$ cat src/rtl/dfp_pkg.sv
// ----------------------------------------------------------------------------
// dfp_pkg
// Shared types and constants for the decimal literal parser: character
// codes, parser phases, status codes and the result item layout.
// ----------------------------------------------------------------------------
`timescale 1ns / 1ps

package dfp_pkg;

  // Default limits on mantissa and exponent digit counts
  localparam int MAX_MANT_DIGITS_DEF = 30;
  localparam int MAX_EXP_DIGITS_DEF  = 5;

  // ASCII codes
  localparam logic [7:0] CH_PLUS  = 8'h2B;
  localparam logic [7:0] CH_MINUS = 8'h2D;
  localparam logic [7:0] CH_DOT   = 8'h2E;
  localparam logic [7:0] CH_ZERO  = 8'h30;
  localparam logic [7:0] CH_NINE  = 8'h39;
  localparam logic [7:0] CH_E_UP  = 8'h45;
  localparam logic [7:0] CH_E_LO  = 8'h65;

  // Parser phases
  localparam logic [1:0] PH_SIGN  = 2'd0;
  localparam logic [1:0] PH_MANT  = 2'd1;
  localparam logic [1:0] PH_ESIGN = 2'd2;
  localparam logic [1:0] PH_EXP   = 2'd3;

  // Status codes
  localparam logic [3:0] ST_OK        = 4'd0;
  localparam logic [3:0] ST_SIGN      = 4'd1;
  localparam logic [3:0] ST_NO_ESIGN  = 4'd2;
  localparam logic [3:0] ST_BAD_CHAR  = 4'd3;
  localparam logic [3:0] ST_E_COUNT   = 4'd4;
  localparam logic [3:0] ST_LONG_MANT = 4'd5;
  localparam logic [3:0] ST_LONG_EXP  = 4'd6;
  localparam logic [3:0] ST_NO_MANT   = 4'd7;
  localparam logic [3:0] ST_NO_EXP    = 4'd8;
  localparam logic [3:0] ST_DOTS      = 4'd9;

  // Result kinds
  localparam logic KIND_DIGIT   = 1'b0;
  localparam logic KIND_SUMMARY = 1'b1;

  // Saturation points
  localparam logic [4:0]  MANT_SAT = 5'd31;
  localparam logic [2:0]  EXPC_SAT = 3'd7;
  localparam logic [1:0]  DOTS_SAT = 2'd3;
  localparam logic [1:0]  ECNT_SAT = 2'd3;
  localparam logic [16:0] EXP_SAT  = 17'd99999;

  // Queue depth for result items
  localparam int OUTQ_DEPTH = 4;

  // One result item
  typedef struct packed {
    logic               kind;
    logic [3:0]         digit_value;
    logic [3:0]         status;
    logic               negative;
    logic [4:0]         mantissa_digits;
    logic               has_dot;
    logic [4:0]         digits_before_dot;
    logic signed [17:0] exponent_value;
    logic               last_of_run;
  } res_t;

  // Results produced by one step, handed to the queue
  typedef struct packed {
    logic [1:0] n;
    res_t       first;
    res_t       second;
  } push_t;

endpackage

$ cat src/rtl/dfp_step.sv
// ----------------------------------------------------------------------------
// dfp_step
// Parser state and the per-character step: validates one character, updates
// counters and the exponent accumulator, and forms up to two result items.
// ----------------------------------------------------------------------------
`timescale 1ns / 1ps

module dfp_step #(
  parameter int MAX_MANT_DIGITS = dfp_pkg::MAX_MANT_DIGITS_DEF,
  parameter int MAX_EXP_DIGITS  = dfp_pkg::MAX_EXP_DIGITS_DEF
) (
  input  logic          clk,
  input  logic          rst_n,
  input  logic          go,
  input  logic [7:0]    char_code,
  input  logic          end_of_text,
  output dfp_pkg::push_t push
);

  logic [1:0]  phase_r, phase_nxt;
  logic [3:0]  err_r, err_nxt;
  logic        sign_neg_r, sign_neg_nxt;
  logic [4:0]  mant_cnt_r, mant_cnt_nxt;
  logic [2:0]  exp_cnt_r, exp_cnt_nxt;
  logic [1:0]  e_cnt_r, e_cnt_nxt;
  logic [1:0]  dot_cnt_r, dot_cnt_nxt;
  logic [4:0]  dot_pos_r, dot_pos_nxt;
  logic [16:0] exp_acc_r, exp_acc_nxt;
  logic        exp_neg_r, exp_neg_nxt;

  logic        is_digit, is_sign, is_e, emit_digit;
  logic [3:0]  digit;
  logic [20:0] acc_ext, exp_sum;
  logic [3:0]  status;
  logic [17:0] exp_mag;
  dfp_pkg::res_t dig_res, sum_res;

  // Character classes
  assign is_digit = (char_code >= dfp_pkg::CH_ZERO) && (char_code <= dfp_pkg::CH_NINE);
  assign is_sign  = (char_code == dfp_pkg::CH_PLUS) || (char_code == dfp_pkg::CH_MINUS);
  assign is_e     = (char_code == dfp_pkg::CH_E_LO) || (char_code == dfp_pkg::CH_E_UP);
  assign digit    = 4'(char_code - dfp_pkg::CH_ZERO);

  // acc*10 + digit as shift-and-add
  assign acc_ext = {4'b0, exp_acc_r};
  assign exp_sum = (acc_ext << 3) + (acc_ext << 1) + {17'b0, digit};

  // Next state for one character
  always_comb begin
    phase_nxt    = phase_r;
    err_nxt      = err_r;
    sign_neg_nxt = sign_neg_r;
    mant_cnt_nxt = mant_cnt_r;
    exp_cnt_nxt  = exp_cnt_r;
    e_cnt_nxt    = e_cnt_r;
    dot_cnt_nxt  = dot_cnt_r;
    dot_pos_nxt  = dot_pos_r;
    exp_acc_nxt  = exp_acc_r;
    exp_neg_nxt  = exp_neg_r;
    emit_digit   = 1'b0;
    if (err_r == dfp_pkg::ST_OK) begin
      case (phase_r)
        dfp_pkg::PH_SIGN: begin
          if (is_sign) begin
            sign_neg_nxt = (char_code == dfp_pkg::CH_MINUS);
            phase_nxt    = dfp_pkg::PH_MANT;
          end else begin
            err_nxt = dfp_pkg::ST_SIGN;
          end
        end
        dfp_pkg::PH_MANT: begin
          if (is_digit) begin
            if (mant_cnt_r != dfp_pkg::MANT_SAT) mant_cnt_nxt = mant_cnt_r + 5'd1;
            emit_digit = 1'b1;
          end else if (char_code == dfp_pkg::CH_DOT) begin
            if (dot_cnt_r == 2'd0) dot_pos_nxt = mant_cnt_r;
            if (dot_cnt_r != dfp_pkg::DOTS_SAT) dot_cnt_nxt = dot_cnt_r + 2'd1;
          end else if (is_e) begin
            if (e_cnt_r != dfp_pkg::ECNT_SAT) e_cnt_nxt = e_cnt_r + 2'd1;
            phase_nxt = dfp_pkg::PH_ESIGN;
          end else begin
            err_nxt = dfp_pkg::ST_BAD_CHAR;
          end
        end
        dfp_pkg::PH_ESIGN: begin
          if (is_sign) begin
            exp_neg_nxt = (char_code == dfp_pkg::CH_MINUS);
            phase_nxt   = dfp_pkg::PH_EXP;
          end else begin
            err_nxt = dfp_pkg::ST_NO_ESIGN;
          end
        end
        default: begin
          if (is_digit) begin
            if (exp_cnt_r != dfp_pkg::EXPC_SAT) exp_cnt_nxt = exp_cnt_r + 3'd1;
            exp_acc_nxt = (exp_sum > {4'b0, dfp_pkg::EXP_SAT}) ? dfp_pkg::EXP_SAT
                                                              : exp_sum[16:0];
          end else if (is_e) begin
            if (e_cnt_r != dfp_pkg::ECNT_SAT) e_cnt_nxt = e_cnt_r + 2'd1;
            phase_nxt = dfp_pkg::PH_ESIGN;
          end else begin
            err_nxt = dfp_pkg::ST_BAD_CHAR;
          end
        end
      endcase
    end
  end

  // Final status, judged on the state after this character
  always_comb begin
    if (err_nxt != dfp_pkg::ST_OK)                     status = err_nxt;
    else if (phase_nxt == dfp_pkg::PH_ESIGN)           status = dfp_pkg::ST_NO_ESIGN;
    else if (e_cnt_nxt != 2'd1)                        status = dfp_pkg::ST_E_COUNT;
    else if (mant_cnt_nxt > 5'(MAX_MANT_DIGITS))       status = dfp_pkg::ST_LONG_MANT;
    else if (exp_cnt_nxt > 3'(MAX_EXP_DIGITS))         status = dfp_pkg::ST_LONG_EXP;
    else if (mant_cnt_nxt == 5'd0)                     status = dfp_pkg::ST_NO_MANT;
    else if (exp_cnt_nxt == 3'd0)                      status = dfp_pkg::ST_NO_EXP;
    else if (dot_cnt_nxt > 2'd1)                       status = dfp_pkg::ST_DOTS;
    else                                               status = dfp_pkg::ST_OK;
  end

  assign exp_mag = {1'b0, exp_acc_nxt};

  // Result items
  always_comb begin
    dig_res             = '0;
    dig_res.kind        = dfp_pkg::KIND_DIGIT;
    dig_res.digit_value = digit;
    dig_res.last_of_run = ~end_of_text;

    sum_res             = '0;
    sum_res.kind        = dfp_pkg::KIND_SUMMARY;
    sum_res.status      = status;
    sum_res.last_of_run = 1'b1;
    if (status == dfp_pkg::ST_OK) begin
      sum_res.negative          = sign_neg_nxt;
      sum_res.mantissa_digits   = mant_cnt_nxt;
      sum_res.has_dot           = (dot_cnt_nxt != 2'd0);
      sum_res.digits_before_dot = (dot_cnt_nxt != 2'd0) ? dot_pos_nxt : 5'd0;
      sum_res.exponent_value    = exp_neg_nxt ? -exp_mag : exp_mag;
    end
  end

  // Hand results to the queue
  always_comb begin
    push        = '0;
    push.first  = emit_digit ? dig_res : sum_res;
    push.second = sum_res;
    if (go) begin
      push.n = {1'b0, emit_digit} + {1'b0, end_of_text};
    end
  end

  // State registers; the closing character returns everything to reset
  always_ff @(posedge clk) begin
    if (!rst_n || (go && end_of_text)) begin
      phase_r    <= dfp_pkg::PH_SIGN;
      err_r      <= dfp_pkg::ST_OK;
      sign_neg_r <= 1'b0;
      mant_cnt_r <= '0;
      exp_cnt_r  <= '0;
      e_cnt_r    <= '0;
      dot_cnt_r  <= '0;
      dot_pos_r  <= '0;
      exp_acc_r  <= '0;
      exp_neg_r  <= 1'b0;
    end else if (go) begin
      phase_r    <= phase_nxt;
      err_r      <= err_nxt;
      sign_neg_r <= sign_neg_nxt;
      mant_cnt_r <= mant_cnt_nxt;
      exp_cnt_r  <= exp_cnt_nxt;
      e_cnt_r    <= e_cnt_nxt;
      dot_cnt_r  <= dot_cnt_nxt;
      dot_pos_r  <= dot_pos_nxt;
      exp_acc_r  <= exp_acc_nxt;
      exp_neg_r  <= exp_neg_nxt;
    end
  end

endmodule

$ cat src/rtl/dfp_outq.sv
// ----------------------------------------------------------------------------
// dfp_outq
// Small result queue: takes up to two items per cycle from the step logic
// and presents one item per cycle on the output channel while not stalled.
// ----------------------------------------------------------------------------
`timescale 1ns / 1ps

module dfp_outq (
  input  logic           clk,
  input  logic           rst_n,
  input  dfp_pkg::push_t push,
  input  logic           pop,
  output logic           room,
  output logic           not_empty,
  output dfp_pkg::res_t  head
);

  localparam int PW = $clog2(dfp_pkg::OUTQ_DEPTH);

  dfp_pkg::res_t q_r [dfp_pkg::OUTQ_DEPTH];
  logic [PW-1:0] wr_ptr_r, wr_ptr_nxt, rd_ptr_r, rd_ptr_nxt;
  logic [PW:0]   count_r, count_nxt;
  logic [PW-1:0] wr_ptr_2;

  assign not_empty = (count_r != '0);
  // Room for two more items regardless of this cycle's pop
  assign room      = (count_r <= (PW+1)'(dfp_pkg::OUTQ_DEPTH - 2));
  assign head      = q_r[rd_ptr_r];
  assign wr_ptr_2  = wr_ptr_r + PW'(1);

  // Pointer and fill updates
  always_comb begin
    wr_ptr_nxt = wr_ptr_r + PW'(push.n);
    rd_ptr_nxt = rd_ptr_r + PW'(pop);
    count_nxt  = count_r + (PW+1)'(push.n) - (PW+1)'(pop);
  end

  always_ff @(posedge clk) begin
    if (!rst_n) begin
      wr_ptr_r <= '0;
      rd_ptr_r <= '0;
      count_r  <= '0;
    end else begin
      wr_ptr_r <= wr_ptr_nxt;
      rd_ptr_r <= rd_ptr_nxt;
      count_r  <= count_nxt;
    end
  end

  // Entry storage
  always_ff @(posedge clk) begin
    if (push.n != 2'd0) q_r[wr_ptr_r] <= push.first;
    if (push.n == 2'd2) q_r[wr_ptr_2] <= push.second;
  end

endmodule

$ cat src/rtl/decimal_float_literal_parser.sv
// ----------------------------------------------------------------------------
// decimal_float_literal_parser
// Streaming validator for signed scientific-notation literals.
// ----------------------------------------------------------------------------
// The block takes one character per cycle while in_stall is low and checks it
// against the form sign, mantissa digits with an optional point, e or E, sign,
// exponent digits. Each mantissa digit goes out as a digit item while no error
// has been seen; the character flagged end_of_text closes the literal with a
// summary item and returns the parser to its start. A character passes through
// an input register, the parse step, and a four-entry result queue: the results
// it causes enter the queue when the step takes it from the input register, and
// the queue head is presented on the output. A mantissa digit that is also the
// closing character produces two items, a digit item and a summary item; a
// character waits in the input register, and input is held off, whenever the
// queue holds more than two items, so with the output side draining every cycle
// the block sustains one character per cycle.
`timescale 1ns / 1ps

module decimal_float_literal_parser #(
  parameter int MAX_MANT_DIGITS = dfp_pkg::MAX_MANT_DIGITS_DEF,
  parameter int MAX_EXP_DIGITS  = dfp_pkg::MAX_EXP_DIGITS_DEF
) (
  input  logic               clk,
  input  logic               rst_n,
  input  logic               in_valid,
  output logic               in_stall,
  input  logic [7:0]         in_char_code,
  input  logic               in_end_of_text,
  output logic               out_valid,
  input  logic               out_stall,
  output logic               out_kind,
  output logic [3:0]         out_digit_value,
  output logic [3:0]         out_status,
  output logic               out_negative,
  output logic [4:0]         out_mantissa_digits,
  output logic               out_has_dot,
  output logic [4:0]         out_digits_before_dot,
  output logic signed [17:0] out_exponent_value,
  output logic               out_last_of_run
);

  logic          stage_v_r, stage_v_nxt;
  logic [7:0]    char_r;
  logic          eot_r;
  logic          accept, go, room, pop;
  dfp_pkg::push_t push;
  dfp_pkg::res_t  head;

  // Input register
  assign go       = stage_v_r && room;
  assign in_stall = stage_v_r && !room;
  assign accept   = in_valid && !in_stall;
  assign stage_v_nxt = accept || (stage_v_r && !go);

  always_ff @(posedge clk) begin
    if (!rst_n) begin
      stage_v_r <= 1'b0;
    end else begin
      stage_v_r <= stage_v_nxt;
    end
  end

  always_ff @(posedge clk) begin
    if (accept) begin
      char_r <= in_char_code;
      eot_r  <= in_end_of_text;
    end
  end

  // Parse step
  dfp_step #(
    .MAX_MANT_DIGITS (MAX_MANT_DIGITS),
    .MAX_EXP_DIGITS  (MAX_EXP_DIGITS)
  ) u_step (
    .clk         (clk),
    .rst_n       (rst_n),
    .go          (go),
    .char_code   (char_r),
    .end_of_text (eot_r),
    .push        (push)
  );

  // Result queue
  assign pop = out_valid && !out_stall;

  dfp_outq u_outq (
    .clk       (clk),
    .rst_n     (rst_n),
    .push      (push),
    .pop       (pop),
    .room      (room),
    .not_empty (out_valid),
    .head      (head)
  );

  assign out_kind              = head.kind;
  assign out_digit_value       = head.digit_value;
  assign out_status            = head.status;
  assign out_negative          = head.negative;
  assign out_mantissa_digits   = head.mantissa_digits;
  assign out_has_dot           = head.has_dot;
  assign out_digits_before_dot = head.digits_before_dot;
  assign out_exponent_value    = head.exponent_value;
  assign out_last_of_run       = head.last_of_run;

  // A summary always closes its item's run
  a_summary_last: assert property (@(posedge clk) disable iff (!rst_n)
    out_valid && (out_kind == dfp_pkg::KIND_SUMMARY) |-> out_last_of_run)
    else $error("summary item without last_of_run");

  // Digit items carry a decimal digit and no status
  a_digit_item: assert property (@(posedge clk) disable iff (!rst_n)
    out_valid && (out_kind == dfp_pkg::KIND_DIGIT) |->
      (out_digit_value <= 4'd9) && (out_status == dfp_pkg::ST_OK))
    else $error("malformed digit item");

  // A failed literal reports no numeric fields
  a_error_clean: assert property (@(posedge clk) disable iff (!rst_n)
    out_valid && (out_kind == dfp_pkg::KIND_SUMMARY) && (out_status != dfp_pkg::ST_OK) |->
      (out_mantissa_digits == 5'd0) && !out_has_dot && (out_exponent_value == 18'sd0))
    else $error("error summary carries numeric fields");

  // A held character stays in the input register until the step takes it
  a_stage_hold: assert property (@(posedge clk) disable iff (!rst_n)
    stage_v_r && !go |=> stage_v_r && $stable(char_r) && $stable(eot_r))
    else $error("input register lost a pending character");

endmodule

$ cat config.mk
export PLATFORM = sky130hd
export DESIGN_NAME = decimal_float_literal_parser
export DESIGN_NICKNAME = d
export VERILOG_FILES = /design/src/rtl/dfp_pkg.sv /design/src/rtl/dfp_step.sv /design/src/rtl/dfp_outq.sv /design/src/rtl/decimal_float_literal_parser.sv
export SDC_FILE = /design/constraint.sdc
export NUM_CORES = 1
export LEC_CHECK = 0
export ABC_AREA = 0
export BUFFER_PORTS_ARGS = -buffer_cell sky130_fd_sc_hd__buf_2
export CAP_MARGIN = 20
export CORE_UTILIZATION = 55
export CTS_CLUSTER_SIZE = 16
export DETAILED_ROUTE_END_ITERATION = 6
export GPL_TIMING_DRIVEN = 0
export PLACE_DENSITY = 0.84
export SYNTH_ARGS = -nofsm -noshare
export SYNTH_HDL_FRONTEND = slang
export SYNTH_SLANG_ARGS = --single-unit
$ cat constraint.sdc
create_clock -name clk -period 9 [get_ports clk]
set_input_delay 2.25 -clock clk [delete_from_list [all_inputs] [get_ports clk]]
set_output_delay 2.25 -clock clk [all_outputs]
set_load 0.01 [all_outputs]
# == Word level (Yosys, flattened, before mapping) ==
# Memories as Yosys holds them, arrays and structs flattened. A register that Yosys moved wholly into a read port is not among the register bits.
# Cells that the tools add are included.
# word_totals
ff_bits,59
ram_bits,160
input_bits,13
elab_cells,153
memories,1
# mem_list
name,words,word_bits,read_ports,rd_ports_with_merged_regs,write_ports,line,source
u_outq.q_r,4,40,1,1,2,dfp_outq.sv:20,dfp_pkg::res_t q_r [dfp_pkg::OUTQ_DEPTH];
# op_classes
n_addsub,14
magnitude_cmp,7
n_eq_ne,14
n_mux,72
bitwise_logic,1
reduce_logical,28
# op_table
op,count
2-to-1 mux 17 bit,4
2-to-1 mux 4 bit,15
2-to-1 mux 5 bit,10
2-to-1 mux 2 bit,20
2-to-1 mux 40 bit,1
2-to-1 mux 30 bit,1
== test 8 x 6 -> 1 bit (second input constant),3
adder 20 x 18 -> 21 bit,1
adder 21 x 4 -> 21 bit,1
greater-than comparator 21 x 17 -> 1 bit (second input constant),1
2-to-1 mux 18 bit,1
negation 17 -> 18 bit,1
== test 8 x 7 -> 1 bit (second input constant),2
2-to-1 mux 1 bit,13
2-to-1 mux 3 bit,4
one-hot mux 4 bit (3 select lines),1
greater-or-equal comparator 8 x 6 -> 1 bit (second input constant),1
less-or-equal comparator 8 x 6 -> 1 bit (second input constant),1
zero test 4 bit,2
logical AND 1 bit,7
adder 2 x 1 -> 2 bit (second input constant),3
== test 2 bit (second input constant),3
one-hot mux 2 bit (3 select lines),1
adder 5 x 1 -> 5 bit (second input constant),1
other kinds (28),38

# == Logic depth before layout (Yosys ltp) ==
# logic_depth
ltp_word,18
ltp_mapped,21
ltp_nobuf,20

# == By module ==
# Synthesis repeated with hierarchy kept, for this count alone.
# hier_totals
hier_cells,1178
area_unflattened_um2,13716.9
# modules_own_cells
module,instances,cells_per_inst,area_each_um2,seq_area_each_um2
dfp_outq,1,430,8363.0,4944.7
dfp_step,1,733,5023.6,840.8
decimal_float_literal_parser,1,15,330.3,290.3

# == Worst setup path before layout ==
# OpenSTA, ideal clock, no wires.
# synth_timing
path_type,register -> register
startpoint,register char_r[3]
endpoint,memory u_outq.q_r[0][11] (netlist bit) (data pin)
setup_time_ns,0.264
arrival_ns,4.689
path_slack_ns,4.047
path_stages_with_launch,21
period_less_slack_ns,4.953
cell_sequence,edfxtp_1 -> fa_1 -> inv_1 -> fa_1 -> nand2b_1 -> a211oi_1 -> nor2b_1 -> o21ai_0 -> a31oi_1 -> xnor2_1 -> a31oi_1 -> nor2_1 -> clkbuf_1 -> a21oi_1 -> inv_1 -> ha_1 -> nand3_1 -> a211oi_2 -> a31oi_1 -> xnor2_1 -> nor2_1
# synth_rtl
element,line,source
from (decl),decimal_float_literal_parser.sv:43,logic [7:0] char_r;
from (signal assigned),decimal_float_literal_parser.sv:65,char_r <= in_char_code;
to (decl),dfp_outq.sv:20,

==> results.py <==
metrics = {
    "status": {
        "status": "completed",
    },
    "sta": {
        "skew_ns": 0.0157,
        "worst_pin_slew_ns": 1.00,
        "period_share_pct": 70.8,
        "setup-violations-final": 0,
        "relSlewSlack_pct": 33.1,
        "worst_slack_ns": 2.63,
        "tns_ns": 0,
        "clock.fmax_mhz": 157,
        "rsz0062_at_grt": "no",
        "hold_viol": 0,
        "maxSlewViolCount": 0,
        "period_minus_slack_ns": 6.37,
    },
    "hold_path": {
        "min_to": "u_outq.q_r[2][39]",
        "worstHoldStart": "u_outq.q_r[2][39]",
        "hold_path_class": "reg -> reg",
        "min_path_cells": 2,
    },
    "clock_network": {
        "cts.reportedPaths.clkPinSlew_ns": 0.06,
        "clk_latency_ns": 0.51,
        "hold_buffers": 0,
        "cts.path.max_buffers": 3,
        "cts_tree": "built",
        "clock-sinks": 219,
        "cts_buffers": 22,
        "ctsResizeCount": 0,
        "cts_setup_buffers": 0,
        "cts-htree-levels": 1,
        "root_buffer": "clkbuf_16",
    },
    "grt": {
        "grt_pass1_vias": 8512,
        "grt_pass1_wl_mm": 44.6,
        "antenna_found_initial": 0,
        "grt.overflow.total": 0,
        "grt_usage_pct": 26.4,
        "grt_max_degree": 38,
    },
    "synthesis": {
        "synth-simple-area-share_pct": 17.4,
        "synth_top_family_by_area": "simple AND/OR/NAND/NOR gates",
        "ys_seq_elements": 219,
        "avgSynthCellArea_um2": 10.8,
        "syn_area_mm2": 0.0114,
        "synth_largest_area_cell": "edfxtp_1",
        "synth_most_common_cell": "nor2_1",
        "seq_area_frac_synth_pct": 51.0,
        "syn-num-nets": 1119,
        "synth_edf_count": 145,
        "ys.flop_type": "edfxtp_1",
        "synth_common_cells": "221 x nor2_1, 145 x edfxtp_1, 75 x nand2_1",
        "synthMuxAreaShare_pct": 9.24,
        "syn_inst": 1060,
        "synthArstFlopShare_pct": 0,
        "synthTopCellsByArea": "edfxtp_1 38%, dfxtp_1 13%, mux4_2 7.9%",
        "synth-xor-area-share_pct": 2.99,
        "yosysUniqueCellTypes": 69,
        "yosysWarnings": 0,
        "synth.top_cell.area_share_pct": 38.1,
        "synth_compound_area_share_pct": 11.4,
        "synthAdderAreaFrac_pct": 5.23,
    },
    "floorplanning": {
        "dieArea_mm2": 0.0214,
        "core_area_mm2": 0.0203,
        "start_util_pct": 56.3,
        "ios": 55,
        "placementRows": 52,
        "die_w_um": 146,
        "die_h_um": 146,
    },
    "place": {
        "gp_congestion": 0.931,
        "numPortBuffers": 54,
        "place_ws_ns": 2.76,
        "dp_hpwl_mm": 19.4,
    },
    "routing": {
        "postRouteAntennaNets": 0,
        "wire_per_inst_um": 19.8,
        "drt_iter0_markers": 854,
        "routed_wl_mm": 28.1,
        "vias": 8810,
        "drcViolationCount": 0,
        "dr.pass1.iters": 6,
        "vias_per_cell": 6.19,
    },
    "critical_path": {
        "crit_arrival_ns": 6.61,
        "crit_path_end_kind": "flop",
        "path_class": "reg -> reg",
        "startpoint_type": "flop",
        "reg2regPathDepth": 20,
        "worstPathRequired_ns": 9.24,
        "crit_fanout": 10,
        "rrSetupSlack_ns": 2.63,
        "reg2reg_from": "char_r[3]",
        "reg2reg_to": "u_outq.q_r[0][13]",
    },
    "power": {
        "power_density_mw_per_mm2": 201,
        "ir_drop_mv": 0.110,
        "power.leakage_nw": 4.55,
    },
    "final_layout": {
        "drive_gt1_share_pct": 14.1,
        "final.fill_count": 1594,
        "final_nets": 1197,
        "synthToLayoutAreaGrowth_pct": 12.0,
        "diodes": 0,
    },
    "job": {
        "maxCapViolCount": 0,
    },
}
-- registers in the layout, summed over array words and instances (netlist names) --
| name | flops |
|---|---|
| u_outq.q_r | 160 |
| u_step.exp_acc_r | 17 |
| char_r | 8 |
| u_step.dot_pos_r | 5 |
| u_step.mant_cnt_r | 5 |
| u_step.err_r | 4 |
| u_outq.count_r | 3 |
| u_step.exp_cnt_r | 3 |
| u_outq.rd_ptr_r | 2 |
| u_outq.wr_ptr_r | 2 |
| u_step.dot_cnt_r | 2 |
| u_step.e_cnt_r | 2 |
| u_step.phase_r | 2 |
| eot_r | 1 |
| stage_v_r | 1 |
| u_step.exp_neg_r | 1 |
| u_step.sign_neg_r | 1 |
-- worst max-delay path, cell delays in order, from the launching register on --
cell	delay, ns
edfxtp_1	0.54
fa_1	0.62
inv_1	0.07
fa_1	0.45
nand2b_1	0.18
a211oi_1	0.31
nor2b_1	0.12
o21ai_0	0.36
a31oi_1	0.16
xnor2_1	0.31
a31oi_1	0.32
nor2_1	0.30
clkbuf_1	0.39
a21oi_1	0.27
inv_1	0.11
ha_1	0.21
nand3_1	0.11
a211oi_2	0.51
a31oi_1	0.18
xnor2_1	0.47
nor2_1	0.12
-- cell usage in the layout (no fill, tap or decap), types with 9 or more instances in the layout --
cell type and count:
nor2_1 221, edfxtp_1 145, nand2_1 75, dfxtp_1 74, a21oi_1 60, buf_2 58
ha_1 43, mux4_2 40, clkbuf_1 39, o21ai_0 38, clkbuf_16 25, nand3_1 22
xnor2_1 22, nor3_1 22, inv_1 21, a31oi_1 18, xor2_1 17, a32o_1 16
nor2b_1 15, and2_1 11, mux2i_1 11, nand2b_1 10, or3_1 10, nand4_1 9
-- worst max-delay path by stage --
stage                         start           endpoint  slack [ns]
final                     char_r[3]  u_outq.q_r[0][13]        2.63
after global routing      char_r[3]  u_outq.q_r[1][13]        2.18
after CTS                 char_r[3]  u_outq.q_r[0][13]        2.73
after detailed placement  char_r[3]  u_outq.q_r[3][17]        2.76
after global placement    char_r[3]  u_outq.q_r[0][15]        2.87
after floorplan           char_r[3]  u_outq.q_r[0][11]        4.05
-- layer usage --
| metal | wire length, um | global-route usage (%) |
|---|---|---|
| met5 | 0 | 0 |
| met2 | 13900 | 45.5 |
| met3 | 1980 | 3.75 |
| met1 | 11400 | 34.1 |
| met4 | 826 | 8.91 |
-- where the power goes --
part	internal, mW	switching, mW	total (mW)
Combinational	0.216	0.272	0.488
Clock	0.575	0.382	0.957
Sequential	1.10	0.0212	1.13
-- logic make-up (layout without fill, tap and decap cells) --
logic type	count (synthesis)	after routing
adder cells (fa/ha/maj)	46	46
multiplexers	55	55
AND/OR/NAND/NOR	432	432
XOR/XNOR	39	39
buffers and inverters	74	168
AO/OA/AOI/OAI	195	195
flip-flops	219	219
-- final cells by class --
class | instances | area (um2) | area share (%)
Buffer | 49 | 211 | 1.65
Clock buffer | 31 | 668 | 5.22
Clock inverter | 9 | 97.6 | 0.762
Inverter | 25 | 93.8 | 0.733
Multi-Input combinational cell | 767 | 5290 | 41.3
Sequential cell | 219 | 5840 | 45.6
Tap cell | 270 | 338 | 2.64
Timing Repair Buffer | 54 | 270 | 2.11
-- stage by stage --
stage	utilization (%)	power [mW]	hold WS [ns]	std cells	instance area, um2
6_report	63.1	2.57	0.461	1424	12800
5_1_grt	63.1	2.65	0.488	1424	12800
4_1_cts	63.1	2.58	0.463	1424	12800
3_5_place_dp	59.3	1.63	0.451	1384	12000
3_3_place_gp	59.3	1.62	0.443	1384	12000
2_1_floorplan	-	1.48	0.436	1060	11400
Note: power is estimated with default switching activity, not from simulation.
